==> config.mk <==
export PLATFORM = sky130hd
export DESIGN_NAME = ndtt_div
export DESIGN_NICKNAME = d
export VERILOG_FILES = /design/src/rtl/ndtt_pkg.sv /design/src/rtl/ndtt_div.sv
export SDC_FILE = /design/constraint.sdc
export NUM_CORES = 1
export LEC_CHECK = 0
export BUFFER_PORTS_ARGS = -buffer_cell sky130_fd_sc_hd__buf_4
export CAP_MARGIN = 30
export CORE_MARGIN = 2
export CORE_UTILIZATION = 55
export DETAILED_ROUTE_END_ITERATION = 12
export GPL_ROUTABILITY_DRIVEN = 1
export HOLD_SLACK_MARGIN = 0.03
export PLACE_DENSITY = 0.8
export REMOVE_ABC_BUFFERS = 1
export SLEW_MARGIN = 5
export SYNTH_ARGS = -nofsm -noshare
export SYNTH_HDL_FRONTEND = slang
export SYNTH_SLANG_ARGS = --single-unit
==> constraint.sdc <==
create_clock -name clk_i -period 2.7 [get_ports clk_i]
set_input_delay 0.27 -clock clk_i [delete_from_list [all_inputs] [get_ports clk_i]]
set_output_delay 0.27 -clock clk_i [all_outputs]
set_load 0.02 [all_outputs]
==> src/rtl/ndtt_pkg.sv <==
// ndtt_pkg: shared types and constants of the node distance/time table.
// Used by the channel interfaces, the arithmetic units and the top level.
// No dependencies.
package ndtt_pkg;

  // Table geometry
  localparam int MaxNodes  = 256;
  localparam int IdW       = 8;
  localparam int AddrW     = $clog2(MaxNodes);
  localparam int CoordBits = 16;

  // Arithmetic widths
  localparam int SumW    = 2 * CoordBits + 1;
  localparam int DistW   = 17;
  localparam int VelW    = 16;
  localparam int VelFrac = 8;
  localparam int TimeW   = DistW + VelFrac;
  localparam int SqCntW  = $clog2(DistW);
  localparam int DivCntW = $clog2(TimeW);

  // Configuration port
  localparam int                PAddrW      = 3;
  localparam int                PDataW      = 32;
  localparam logic [0:0]        RegVelocity = 1'b0;
  localparam logic [VelW-1:0]   VelReset    = VelW'(256);

  typedef enum logic {
    KindLoad  = 1'b0,
    KindQuery = 1'b1
  } kind_e;

  typedef struct packed {
    kind_e                kind;
    logic [IdW-1:0]       node_id;
    logic [CoordBits-1:0] coord_x;
    logic [CoordBits-1:0] coord_y;
    logic [IdW-1:0]       from_node;
    logic [IdW-1:0]       to_node;
  } req_t;

  typedef struct packed {
    logic [DistW-1:0] distance;
    logic [TimeW-1:0] travel_time;
    logic             bad_id;
  } rsp_t;

  typedef enum logic [3:0] {
    StIdle,
    StRdB,
    StDiff,
    StSqX,
    StSqY,
    StSum,
    StSqrt,
    StDiv,
    StDone
  } state_e;

endpackage

==> src/rtl/ndtt_div.sv <==
// ndtt_div: restoring divider, one quotient bit per cycle.
// A zero divisor yields an all-ones quotient. Depends on ndtt_pkg for widths.
module ndtt_div (
  input  logic                       clk_i,
  input  logic                       rst_ni,
  input  logic                       start_i,
  input  logic [ndtt_pkg::DistW-1:0] dist_i,
  input  logic [ndtt_pkg::VelW-1:0]  vel_i,
  output logic                       done_o,
  output logic [ndtt_pkg::TimeW-1:0] quot_o
);
  import ndtt_pkg::*;

  logic [TimeW-1:0]   num_q, num_d;
  logic [VelW-1:0]    rem_q, rem_d;
  logic [DivCntW-1:0] cnt_q, cnt_d;
  logic               busy_q, busy_d;
  logic               done_q, done_d;
  logic [VelW:0]      part;
  logic [VelW:0]      diff;
  logic               ge;

  // Shift in the next dividend bit and subtract the divisor where it fits
  always_comb begin
    part   = {rem_q, num_q[TimeW-1]};
    diff   = part - {1'b0, vel_i};
    ge     = part >= {1'b0, vel_i};
    num_d  = num_q;
    rem_d  = rem_q;
    cnt_d  = cnt_q;
    busy_d = busy_q;
    done_d = 1'b0;
    if (start_i) begin
      num_d  = {dist_i, {VelFrac{1'b0}}};
      rem_d  = '0;
      cnt_d  = '0;
      busy_d = 1'b1;
    end else if (busy_q) begin
      rem_d = ge ? diff[VelW-1:0] : part[VelW-1:0];
      num_d = {num_q[TimeW-2:0], ge};
      cnt_d = cnt_q + 1'b1;
      if (cnt_q == DivCntW'(TimeW - 1)) begin
        busy_d = 1'b0;
        done_d = 1'b1;
      end
    end
  end

  always_ff @(posedge clk_i or negedge rst_ni) begin
    if (!rst_ni) begin
      busy_q <= 1'b0;
      done_q <= 1'b0;
      cnt_q  <= '0;
    end else begin
      busy_q <= busy_d;
      done_q <= done_d;
      cnt_q  <= cnt_d;
    end
  end

  always_ff @(posedge clk_i) begin
    num_q <= num_d;
    rem_q <= rem_d;
  end

  assign done_o = done_q;
  assign quot_o = num_q;

endmodule

==> metrics.md <==
| Metric | Value |
|---|---|
| Run status | `completed` |
| Compound-gate portion of the synthesized area | `21.85%` |
| Port buffer count | `61` |
| CP cell instances | `ha_1 -> a21oi_1 -> o22ai_1 -> a221o_1 -> a221oi_2 -> buf_6 -> nand2_1 -> a311oi_1` |
| Seq/Total Area, Yosys | `38.50%` |
| Post-Syn Instances | `331` |
| IO Pins | `62` |
| WP depth | `8` |
| Slowest stage delay, CP | `0.40 ns` |
| Total negative setup slack | `0 ns` |
| CP arrival | `2.74 ns` |
| Worst reg2reg path depth | `8` |
| H-tree depth | `2` |
| GP Congestion | `0.8997` |
| First-pass GRT wire length | `11440 um` |
| Final instance area | `0.003670 sq mm` |
| Clock share of power | `27.5%` |
| Share of total power in combinational logic | `20.1%` |
| Layout area overhead | `21.15%` |
| Post-synth EDFFs | `17` |
| Top cell type's share of synthesized area | `16.85%` |
| Core Footprint | `0.005405 sq mm` |
| Nets | `447` |
| Unrepaired setup endpoints after global routing | `false` |
| Layout fillers | `469` |
| Post-Synth Simple-Gate Area | `16.81%` |
| Slew HR | `58.64%` |
| Tightest Hold Check Type | `in2reg` |
| Flop pwr share | `52.4%` |
| Antenna-violating nets left | `0` |
| Iteration-0 DRC count of the detailed router | `173` |
| Clock transition at path regs | `0.09 ns` |
| Residual DRC | `0` |
| Top delay family on crit path | `compound AO/OA/AOI/OAI gates` |
| Top_reg_cell synth | `dfxtp_1` |
| VDD IR-drop max | `0.0002544 V` |
| Avg WL per Cell | `15.18 um` |
| Synth area leader | `edfxtp_1` |
| #FFs+latches synth | `48` |
| Net Switching | `429.9 uW` |
| Pleak | `0.001705 uW` |
| Routed WL | `7058 um` |
| Worst Path Buf+Inv | `1` |
| Later-pin clock latency in the skew report | `0.30 ns` |
| Switching Fraction | `27.85%` |
| Vias | `2721` |
| Max-slew violation count | `0` |
| Number of global-route vias before repair | `2513` |
| Hold path depth | `3` |
| Mux contribution to synthesized area | `4.667%` |
| Ys async rst share | `14.58%` |
| Clk root buf | `clkbuf_8` |
| Num CTS Buffers | `5` |
| Die height | `78.21 um` |
| Post-Syn Area | `0.003029 sq mm` |
| Drt first pass iters | `4` |
| CP max stage cell | `a221o_1` |
| Synth Area in XOR/XNOR | `4.048%` |
| Hold Fails Final Rpt | `0` |
| Synth cell types | `55` |
| Layout cell share with drive strength beyond 1 | `22.14%` |
| Top post-synthesis cells by count | `nor2_1 (32), dfxtp_1 (24), inv_1 (23)` |
| Ys Warns | `0` |
| Crit path kind | `reg2reg` |
| Clock Skews | `0.01040 ns` |
| Internal power | `1114 uW` |
| Min Tclk post-route | `2.529 ns` |
| Max-Cap Viols | `0` |
| Post-CTS setup buffers | `0` |
| Largest family of logic cells by synthesized area | `compound AO/OA/AOI/OAI gates` |
| Drt via density | `5.852` |
| Type of origin of the critical path | `flip-flop` |
| Antenna violations before repair | `0` |
| Area contributors post-synth | `edfxtp_1 (17%), dfxtp_1 (16%), ha_1 (7.4%)` |
| CTS max path bufs | `2` |
| Setup violations, final | `0` |
| Fmax | `395.4 MHz` |
| Cell with the most instances after synthesis | `nor2_1` |
| Pwr dens | `420.6 mW/mm^2` |
| Final worst-path cycle share | `93.67%` |
| Die X | `78.21 um` |
| # rows | `27` |
| Initial Utilization | `56.04%` |
| TritonCTS clock tree | `built` |
| Total GRT Usage | `23.16%` |
| DP Area | `0.003566 sq mm` |
| Slew @ Worst Pin | `0.6176 ns` |
| Synthesized area per cell | `9.152 sq um` |
| Adder-cell area share of the yosys netlist | `8.096%` |
| Dpl hpwl | `5211 um` |
| CTS Sinks | `48` |
| Overflow after GRT | `0` |
| ANT cells | `0` |
| Critical path data required time | `2.91 ns` |
| Full die area | `0.006117 sq mm` |
| Largest net degree at the start of global routing | `43` |
| Crit end category | `flip-flop` |
| Worst Path Max Fanout | `21` |
cell usage in the layout (no fill, tap or decap), drive strengths merged, types with 3 or more instances in the layout:
master and count:
mux2i 13, a21oi 13, o21a 5, buf 72, inv 23, clkbuf 6
edfxtp 17, nor2b 3, ha 18, o31ai 3, a22o 16, nand2 21
dfrtp 7, and3 5, and2 3, nor3 6, nand4 4, nand4b 3
a21o 5, o21ai 20, a211oi 3, dfxtp 24, xor2 7, nand3 12
a32oi 6, nor4 3, nor2 32, or2 3, xnor2 7
power by group through the flow:
stage	Clock (uW)	Combinational, uW	Sequential [uW]
4_1_cts	436	310	808
3_3_place_gp	0	300	823
2_1_floorplan	0	148	850
6_report	425	311	808
5_1_grt	465	338	812
3_5_place_dp	0	308	824
state kept, by name (all words and copies together), names as in the netlist:
register / flops
done_o: 1
busy_q: 1
cnt_q: 5
rem_q: 16
quot_o: 25
per-stage QoR:
step	setup WS, ns	utilization [%]	power, uW	cells	hold slack, ns
2_1_floorplan	-0.01531	-	998.0	312	-0.02559
3_3_place_gp	0.2234	65.97	1124	456	0.08480
3_5_place_dp	0.09450	65.97	1132	456	0.08744
4_1_cts	0.1242	67.73	1554	465	0.2368
5_1_grt	0.03996	67.89	1615	465	0.2470
6_report	0.1710	67.89	1543	465	0.2410
final timing paths:
kind	startpoint	to	slack, ns
min in group asynchronous	rst_ni	cnt_q[4]	0.31
worst max register to register	rem_q[7]	rem_q[0]	0.17
worst max-delay path	rem_q[7]	rem_q[0]	0.17
worst min register to register	rem_q[8]	rem_q[8]	0.50
max in group asynchronous	rst_ni	busy_q	2.27
worst min-delay path	dist_i[0]	quot_o[8]	0.24
cells by family (layout without fill, tap and decap cells):
family                     count (synthesis)  after routing
xor gates and xnor gates                  14             14
AOI/OAI and AO/OA                         91             91
adders and majority gates                 19             19
buffers and inverters                     42            104
and+or+nand+nor                          103            103
DFF                                       48             48
muxes                                     14             14
timing repair:
item,4_1_cts,5_1_grt
endpoints found under the setup margin,0,1
hold buffers,1,0
hold endpoints to repair,7,0
resized for setup,0,2
cell type report:
cell class                 count  area, sq um  share of cell area [%]
sequential                    48         1166                   31.78
tap                           72        90.09                   2.455
multi-input combinational    241         1688                   45.99
inverter                      23        86.33                   2.353
clock inverter                 2        12.51                  0.3409
clock buffer                   6        72.57                   1.977
timing repair buffer          73        554.3                   15.10
worst min-delay path, cell delays in order:
cell and delay, ns:
buf_4 0.08, nand2_1 0.04, o21ai_0 0.05
metal layers:
metal | GRT usage [%] | vias to the layer above | wire length (um)
li1 | - | 1344 | -
met1 | 30.39 | 1273 | 3181
met2 | 39.74 | 93 | 3400
met3 | 4.138 | 11 | 388
met4 | 5.789 | 0 | 88
met5 | 0 | - | 0
Power figures use the tool's default switching activity.
