===== src/rtl/ndtt_pkg.sv =====
// ndtt_pkg: shared types and constants of the node distance/time table.
// Used by the channel interfaces, the arithmetic units and the top level.
// No dependencies.
package ndtt_pkg;

  // Table geometry
  localparam int MaxNodes  = 256;
  localparam int IdW       = 8;
  localparam int AddrW     = $clog2(MaxNodes);
  localparam int CoordBits = 16;

  // Arithmetic widths
  localparam int SumW    = 2 * CoordBits + 1;
  localparam int DistW   = 17;
  localparam int VelW    = 16;
  localparam int VelFrac = 8;
  localparam int TimeW   = DistW + VelFrac;
  localparam int SqCntW  = $clog2(DistW);
  localparam int DivCntW = $clog2(TimeW);

  // Configuration port
  localparam int                PAddrW      = 3;
  localparam int                PDataW      = 32;
  localparam logic [0:0]        RegVelocity = 1'b0;
  localparam logic [VelW-1:0]   VelReset    = VelW'(256);

  typedef enum logic {
    KindLoad  = 1'b0,
    KindQuery = 1'b1
  } kind_e;

  typedef struct packed {
    kind_e                kind;
    logic [IdW-1:0]       node_id;
    logic [CoordBits-1:0] coord_x;
    logic [CoordBits-1:0] coord_y;
    logic [IdW-1:0]       from_node;
    logic [IdW-1:0]       to_node;
  } req_t;

  typedef struct packed {
    logic [DistW-1:0] distance;
    logic [TimeW-1:0] travel_time;
    logic             bad_id;
  } rsp_t;

  typedef enum logic [3:0] {
    StIdle,
    StRdB,
    StDiff,
    StSqX,
    StSqY,
    StSum,
    StSqrt,
    StDiv,
    StDone
  } state_e;

endpackage


===== src/rtl/ndtt_sqrt.sv =====
// ndtt_sqrt: iterative integer square root, one root bit per cycle.
// Depends on ndtt_pkg for widths.
module ndtt_sqrt (
  input  logic                       clk_i,
  input  logic                       rst_ni,
  input  logic                       start_i,
  input  logic [ndtt_pkg::SumW-1:0]  radicand_i,
  output logic                       done_o,
  output logic [ndtt_pkg::DistW-1:0] root_o
);
  import ndtt_pkg::*;

  logic [2*DistW-1:0] val_q, val_d;
  logic [DistW+2:0]   rem_q, rem_d;
  logic [DistW-1:0]   root_q, root_d;
  logic [SqCntW-1:0]  cnt_q, cnt_d;
  logic               busy_q, busy_d;
  logic               done_q, done_d;
  logic [DistW+2:0]   rem_sh;
  logic [DistW+2:0]   trial;

  // Bring in two radicand bits and try the next root bit
  always_comb begin
    rem_sh = {rem_q[DistW:0], val_q[2*DistW-1 -: 2]};
    trial  = {1'b0, root_q, 2'b01};
    val_d  = val_q;
    rem_d  = rem_q;
    root_d = root_q;
    cnt_d  = cnt_q;
    busy_d = busy_q;
    done_d = 1'b0;
    if (start_i) begin
      val_d  = (2*DistW)'(radicand_i);
      rem_d  = '0;
      root_d = '0;
      cnt_d  = '0;
      busy_d = 1'b1;
    end else if (busy_q) begin
      if (rem_sh >= trial) begin
        rem_d  = rem_sh - trial;
        root_d = {root_q[DistW-2:0], 1'b1};
      end else begin
        rem_d  = rem_sh;
        root_d = {root_q[DistW-2:0], 1'b0};
      end
      val_d = {val_q[2*DistW-3:0], 2'b00};
      cnt_d = cnt_q + 1'b1;
      if (cnt_q == SqCntW'(DistW - 1)) begin
        busy_d = 1'b0;
        done_d = 1'b1;
      end
    end
  end

  always_ff @(posedge clk_i or negedge rst_ni) begin
    if (!rst_ni) begin
      busy_q <= 1'b0;
      done_q <= 1'b0;
      cnt_q  <= '0;
    end else begin
      busy_q <= busy_d;
      done_q <= done_d;
      cnt_q  <= cnt_d;
    end
  end

  always_ff @(posedge clk_i) begin
    val_q  <= val_d;
    rem_q  <= rem_d;
    root_q <= root_d;
  end

  assign done_o = done_q;
  assign root_o = root_q;

endmodule


===== config.mk =====
export PLATFORM = sky130hd
export DESIGN_NAME = ndtt_sqrt
export DESIGN_NICKNAME = d
export VERILOG_FILES = /design/src/rtl/ndtt_pkg.sv /design/src/rtl/ndtt_sqrt.sv
export SDC_FILE = /design/constraint.sdc
export NUM_CORES = 1
export LEC_CHECK = 0
export BUFFER_PORTS_ARGS = -buffer_cell sky130_fd_sc_hd__buf_2
export CORE_ASPECT_RATIO = 0.5
export CORE_MARGIN = 3
export CORE_UTILIZATION = 30
export CTS_CLUSTER_SIZE = 8
export DETAILED_ROUTE_END_ITERATION = 12
export PLACE_DENSITY = 0.47
export SLEW_MARGIN = 15
export SYNTH_ARGS = -nofsm -noshare
export SYNTH_HDL_FRONTEND = slang
export SYNTH_SLANG_ARGS = --single-unit

===== constraint.sdc =====
create_clock -name clk_i -period 6.7 [get_ports clk_i]
set_input_delay 1.005 -clock clk_i [delete_from_list [all_inputs] [get_ports clk_i]]
set_output_delay 1.005 -clock clk_i [all_outputs]
set_load 0.01 [all_outputs]

==> qor.txt, run 1 <==
PWR
--------------------------------------------------------------------------------
Leakage power figure                                                     2.14 nW
Worst ir drop on vdd                                                    0.133 mV
Power density cells                                                  413 mW/mm^2
Overall Power                                                            2.07 mW

LOGIC SYNTHESIS
--------------------------------------------------------------------------------
Post-synth EDFFs                                                              33
Mapped Cells                                                                 423
Leading post-synthesis cells by cell area                           edfxtp_1, dfxtp_1, mux2_2
Commonest cells post-synth                                          nor2_1, dfxtp_1, edfxtp_1, mux2_2, nand2_1
Fraction of post-synthesis cell area in the top cell type by area          23.1%
Distinct cell type count of the synthesized netlist                           56
Top FF cell, synth                                                       dfxtp_1
Mean post-synth cell area                                             10.2 sq um
Count of warnings emitted by yosys                                             0
Synth Net Count                                                              480
Asr flop ratio synth                                                       9.21%
FF+latch count, synth                                                         76
Netlist area before placement                                       0.00430 sq mm
Cell type contributing the most total cell area after synthesis         edfxtp_1
Most repeated cell in the gate-level netlist after synthesis              nor2_1
Proportion of synthesized chip area in sequential cells                    43.9%

CTS
--------------------------------------------------------------------------------
CTS tree                                                                    done
Quantity of gates resized following cts                                        0
Count of H-tree levels built during CTS                                        3
Root Buffer Master                                                     clkbuf_16
Clock buffer count from CTS                                                    9
Post-CTS Hold Fix Bufs                                                         0
Worst-Skew Late Latency                                                  0.34 ns
Post-CTS setup buffer count                                                    0
Clk sink count                                                                76
Reg clk slew, reported paths                                             0.06 ns
Buffer levels on the longest clock path                                        2

FLOORPLANNING
--------------------------------------------------------------------------------
Standard-cell rows                                                            30
Chip height                                                              90.7 um
Width of the die                                                          175 um
I/O pin count                                                                 54
Die area                                                            0.0159 sq mm
Initial cell density of the core                                           31.2%
Core region area                                                    0.0138 sq mm

LAYOUT
--------------------------------------------------------------------------------
Area used by multi-input combinational logic                        0.00219 sq mm
Antenna diode count                                                            0
Total number of nets in the final design                                     520
Area taken by flip-flops and latches                                0.00189 sq mm
Area grow syn2layout                                                       16.4%
Fill count                                                                  1416
Fraction of final layout cells with drive strength greater than 1          24.8%

WORST HOLD PATH
--------------------------------------------------------------------------------
Type of the worst min-delay path                                    input port to asynchronous set/reset pin

GLOBAL ROUTING
--------------------------------------------------------------------------------
Overflow left after global routing                                             0
GR Util All Layers                                                         12.4%
Vias in the first global route                                              3097
Antenna violations before repair                                               1
Maximum number of pins on one net before global-route repair                  65
Global-route wire length before repair                                  15900 um

DETAILED ROUTING
--------------------------------------------------------------------------------
TritonRoute pass-1 iters                                                       4
DR vias/cell                                                                4.82
Detail Route Antenna Nets                                                      0
Total via count after detailed routing                                      3183
Average wire length per cell after detail routing                        14.3 um
DRC Markers                                                                    0
Starting DRC count in detailed routing                                       165
Wire length reported by the detailed router                              9420 um

SETUP PATH
--------------------------------------------------------------------------------
Master of the slowest instance on the critical path                       a31o_1
Logic depth of the worst register-to-register path                             8
Arr. time, crit path                                                     3.08 ns
Launch instance of the worst register-to-register path                root_o[13]
Cell chain of the critical path                                     inv_1 > ha_1 > a21oi_1 > o21ai_0 > a211oi_2 > a31o_1 > nor3_1 > or3_1
Slowest cell delay on critical path                                      0.68 ns
Start-to-end type of the worst setup path                           register to register
Capture point of the worst reg-to-reg path                              rem_q[1]
Minimum setup slack among reg-to-reg paths                               3.84 ns
Critical path startpoint category                                       register
Largest fanout on the critical path                                           17
Nature of the critical path endpoint                                    register
Required time worst endpoint                                             6.92 ns

PLACE
--------------------------------------------------------------------------------
IO Port Bufs                                                                  53
Pre-CTS setup slack                                                      3.56 ns
Global placer's final weighted congestion                                  0.799
Detailed-placement wirelength estimate                                   6320 um

TIMING
--------------------------------------------------------------------------------
Setup TNS Final                                                             0 ns
Least-Margin Pin Slew                                                   0.809 ns
Final Hold Vio Count                                                           0
Final setup violation count                                                    0
Unrepaired setup endpoints after global routing                            false
Tcrit/Tclk final                                                           42.7%
Post-route worst setup slack                                             3.84 ns
Final-report max-slew violation count                                          0
Post-Route Skew                                                       0.00572 ns
Worst rel slew slack                                                       46.1%
Final Critical Period                                                    2.86 ns
Fmax                                                                   0.350 GHz

JOB
--------------------------------------------------------------------------------
Max-capacitance violation count                                                0

RUN STATUS
--------------------------------------------------------------------------------
Result of the run                                                   finished, final reports clean

-- area by class of cell --
| class | instances | share of cell area, % |
|---|---|---|
| repair buffers | 55 | 5.65 |
| multi-input cells | 297 | 43.9 |
| inverters | 24 | 1.80 |
| well taps | 192 | 4.80 |
| flip-flops and latches | 76 | 37.7 |
| clock buffers | 9 | 4.50 |
| clock inverters | 7 | 1.63 |
-- worst max-delay path: cells and delay by family (launching register included) --
kind	cells	cell delay, ns
DFF	1	0.37
buffers and inverters	1	0.06
AOI/OAI and AO/OA	4	1.49
adders and majority gates	1	0.39
and+or+nand+nor	2	0.44
-- cell families after synthesis --
| logic type | Yosys count | synth area share, % |
|---|---|---|
| and+or+nand+nor | 138 | 15.3 |
| adders and majority gates | 21 | 6.11 |
| muxes | 53 | 13.2 |
| AOI/OAI and AO/OA | 70 | 13.4 |
| xor gates and xnor gates | 15 | 3.06 |
| DFF | 76 | 43.9 |
| buffers and inverters | 50 | 5.06 |
-- how the worst max path moves through the flow --
stage                from   endpoint  slack, ns  depth (start not counted)
2_1_floorplan     start_i   val_q[0]       4.23                          3
3_3_place_gp      start_i   val_q[0]       3.55                          3
3_5_place_dp      start_i  val_q[17]       3.56                          3
4_1_cts        root_o[15]   rem_q[1]       3.82                          8
5_1_grt        root_o[13]  rem_q[13]       3.61                          8
6_report       root_o[13]   rem_q[1]       3.84                          8
-- placed cells by master (no fill, tap or decap), drive strengths merged, types with 4 or more instances in the layout --
cell type and instances:
inv 28, a211o 4, nor2 52, o21ai 5, nand4 5, dfxtp 36, nand2b 7, nor3 8
edfxtp 33, mux2 31, xnor2 9, mux2i 22, dfrtp 7, nand3 8, nor3b 11, a21oi 19
xor2 6, buf 55, clkbuf 9, a311oi 11, ha 21, nand2 32, and3 4, o211ai 4
-- sequential cells by signal (all words and copies together), names as in the netlist --
name and cells:
root_o 17, val_q 34, rem_q 18, cnt_q 5, busy_q 1, done_o 1
-- power breakdown --
part           internal [mW]  total (mW)  switching (mW)
clock network          0.295       0.506           0.212
logic                  0.412       0.960           0.548
registers              0.556       0.600          0.0434
-- metal layers --
layer  track usage [%]  up-vias  part of all wire, %
li1                  -     1601                    -
met1              18.1     1525                   53
met2              17.2       47                   42
met3              3.82        8                  4.3
met4              4.05        2                 0.71
met5                 0        -                 0.14
-- per-stage QoR --
| stage | cells | utilization (%) | hold slack, ns | instance area, sq um |
|---|---|---|---|---|
| after floorplan | 423 | - | 0.456 | 4300 |
| after global placement | 644 | 34.1 | 0.464 | 4700 |
| after detailed placement | 644 | 34.1 | 0.479 | 4700 |
| after CTS | 660 | 36.3 | 0.479 | 5000 |
| after global routing | 660 | 36.3 | 0.486 | 5000 |
| final | 660 | 36.3 | 0.488 | 5000 |
No activity file was read; power rests on OpenSTA's default activity.
==> run 2: changes to the inputs <==
==> constraint.sdc (replaced) <==
create_clock -name clk_i -period 2.8 [get_ports clk_i]
set_input_delay 0.42 -clock clk_i [delete_from_list [all_inputs] [get_ports clk_i]]
set_output_delay 0.42 -clock clk_i [all_outputs]
set_load 0.01 [all_outputs]
==> run 2 against run 1 <==
Compared with the run above: sequential share of layout area decreased by 1.0 points; utilization increased by 1.0 points; first-iteration DRC count decreased by 13%; critical path type unchanged; power increased to 2.5 times the previous value; setup slack got worse by 3.6 ns; clock skew increased by 0.0055 ns; clock power increased by 150%; via count increased by 0.57%; final cell count increased by 2.1%; combinational power increased to 2.6 times the previous value; largest power group unchanged; non-clock buffer count increased by 14.
==> qor.txt, run 2 (synthesized netlist as in run 1, its figures left out) <==
JOB
--------------------------------------------------------------------------------
Max-capacitance violation count                                                0   unchanged

TIMING
--------------------------------------------------------------------------------
Final-report max-slew violation count                                          0   unchanged
Final Critical Period                                                    2.55 ns   was 2.86 ns
Fmax                                                                   0.392 GHz   was 0.350 GHz
Final Hold Vio Count                                                           0   unchanged
Unrepaired setup endpoints after global routing                            false   unchanged
Worst rel slew slack                                                       68.8%   was 46.1%
Post-route worst setup slack                                            0.247 ns   was 3.84 ns
Setup TNS Final                                                             0 ns   unchanged
Post-Route Skew                                                        0.0112 ns   was 0.00572 ns
Tcrit/Tclk final                                                           91.2%   was 42.7%
Least-Margin Pin Slew                                                   0.456 ns   was 0.809 ns
Final setup violation count                                                    0   unchanged

DETAILED ROUTING
--------------------------------------------------------------------------------
Wire length reported by the detailed router                              9570 um   was 9420 um
DRC Markers                                                                    0   unchanged
Detail Route Antenna Nets                                                      0   unchanged
Average wire length per cell after detail routing                        14.2 um   was 14.3 um
Total via count after detailed routing                                      3201   was 3183
TritonRoute pass-1 iters                                                       4   unchanged
DR vias/cell                                                                4.75   was 4.82
Starting DRC count in detailed routing                                       143   was 165

PWR
--------------------------------------------------------------------------------
Overall Power                                                            5.17 mW   was 2.07 mW
Switching power as a share of total power                                  38.5%   was 38.9%
Leakage power figure                                                     2.22 nW   was 2.14 nW
Combinational fraction of design power                                     48.1%   was 46.5%
Worst ir drop on vdd                                                    0.512 mV   was 0.133 mV
Psw                                                                      1.99 mW   was 803 uW
Clock Power Share                                                          24.0%   was 24.5%
Seq pwr share                                                              27.8%   was 29.0%
Power density cells                                                 1000 mW/mm^2   was 413 mW/mm^2
Internal portion of total power                                          3.18 mW   was 1.26 mW

LAYOUT
--------------------------------------------------------------------------------
Largest register by flop count                                             val_q   unchanged
Flip-flop count of the largest register after layout                          34   unchanged
Final design area excluding fillers                                 0.00514 sq mm   was 0.00500 sq mm
Antenna diode count                                                            0   unchanged
Fraction of final layout cells with drive strength greater than 1          26.8%   was 24.8%
Leading cell types in the layout, fill and taps excluded            nor2_1, buf_2, dfxtp_1   unchanged
Area grow syn2layout                                                       19.6%   was 16.4%
Total number of nets in the final design                                     534   was 520

SETUP PATH
--------------------------------------------------------------------------------
Critical path startpoint category                                       register   unchanged
Arr. time, crit path                                                     2.78 ns   was 3.08 ns
Minimum setup slack among reg-to-reg paths                               0.25 ns   was 3.84 ns
Largest fanout on the critical path                                           10   was 17
Nature of the critical path endpoint                                    register   unchanged
Required time worst endpoint                                             3.02 ns   was 6.92 ns
Logic depth of the worst register-to-register path                            10   was 8
Start-to-end type of the worst setup path                           register to register   unchanged
Capture point of the worst reg-to-reg path                              rem_q[1]   unchanged
Launch instance of the worst register-to-register path                 root_o[7]   was root_o[13]

PLACE
--------------------------------------------------------------------------------
Pre-CTS setup slack                                                     0.137 ns   was 3.56 ns
Detailed-placement wirelength estimate                                   6710 um   was 6320 um
IO Port Bufs                                                                  53   unchanged
Area post-placement                                                 0.00480 sq mm   was 0.00470 sq mm
Global placer's final weighted congestion                                  0.796   was 0.799

RUN STATUS
--------------------------------------------------------------------------------
Result of the run                                                   finished, final reports clean   unchanged

CTS
--------------------------------------------------------------------------------
Clock buffer count from CTS                                                    9   unchanged
Buffer levels on the longest clock path                                        2   unchanged
Clk sink count                                                                76   unchanged
Count of H-tree levels built during CTS                                        3   unchanged
Reg clk slew, reported paths                                             0.07 ns   was 0.06 ns
CTS tree                                                                    done   unchanged
Quantity of gates resized following cts                                        0   unchanged
Root Buffer Master                                                     clkbuf_16   unchanged
Worst-Skew Late Latency                                                  0.34 ns   about the same

FLOORPLANNING
--------------------------------------------------------------------------------
Width of the die                                                          175 um   unchanged
Standard-cell rows                                                            30   unchanged
Initial cell density of the core                                           31.2%   unchanged
Die area                                                            0.0159 sq mm   unchanged
I/O pin count                                                                 54   unchanged
Core region area                                                    0.0138 sq mm   unchanged
Chip height                                                              90.7 um   unchanged

GLOBAL ROUTING
--------------------------------------------------------------------------------
Global-route wire length before repair                                  16200 um   was 15900 um
Vias in the first global route                                              3121   was 3097
GR Util All Layers                                                         12.5%   was 12.4%
Antenna violations before repair                                               0   was 1
Overflow left after global routing                                             0   unchanged
Maximum number of pins on one net before global-route repair                  58   was 65

WORST HOLD PATH
--------------------------------------------------------------------------------
Endpoint with the worst hold slack                                      val_q[1]
Worst hold path depth                                                          2
Type of the worst min-delay path                                    input port to register   was input port to asynchronous set/reset pin
Start point of the worst min-delay path                             radicand_i[1]

-- run 2: per-layer routing --
layer	GRT usage, %	vias up	wire, um
li1	-	1627	-
met1	18.1	1510	5040
met2	17.6	55	3910
met3	4.16	9	528
met4	3.58	0	86
met5	0	-	0
-- run 2: timing repair --
item                                   CTS  global route
setup endpoints to repair                0            15
buffers inserted                         0             1
hold buffers                             1             0
endpoints found under the hold margin    7             0
-- run 2: stage by stage --
stage | utilization, % | cells | hold WS [ns]
floorplan | - | 423 | 0.124
CTS | 37.2 | 673 | 0.345
detailed placement | 34.8 | 656 | 0.270
global placement | 34.8 | 656 | 0.269
global route | 37.3 | 674 | 0.358
finish | 37.3 | 674 | 0.358
-- run 2: area by class of cell --
type,instances,area [sq um]
Fill cell,1409,8630
Multi-Input combinational cell,297,2190
Sequential cell,76,1890
Timing Repair Buffer,69,415
Tap cell,192,240
Clock buffer,9,225
Inverter,24,90.1
Clock inverter,7,87.6
-- run 2: worst max-delay path, cell delays in order, from the launching register on --
cell     delay, ns
dfxtp_1       0.38
inv_1         0.06
ha_1          0.33
buf_4         0.17
a21oi_1       0.21
nor2_1        0.07
a21oi_1       0.39
a31o_1        0.25
buf_4         0.19
nor3_1        0.06
or3_1         0.34
-- run 2: how the worst max path moves through the flow --
stage	startpoint	to	cells past startpoint
after floorplan	root_o[15]	rem_q[1]	9
after global placement	root_o[11]	rem_q[1]	8
after detailed placement	root_o[5]	rem_q[1]	8
after CTS	root_o[5]	rem_q[1]	8
after global routing	root_o[7]	rem_q[1]	10
final	root_o[7]	rem_q[1]	10
-- run 2: power by group through the flow --
| stage | clock (mW) | combinational, mW | sequential [mW] |
|---|---|---|---|
| final | 1.24 | 2.49 | 1.44 |
| after global routing | 1.31 | 2.79 | 1.46 |
| after CTS | 1.28 | 2.41 | 1.44 |
| after detailed placement | 0 | 2.38 | 1.46 |
| after global placement | 0 | 2.40 | 1.47 |
| after floorplan | 0 | 1.93 | 1.43 |
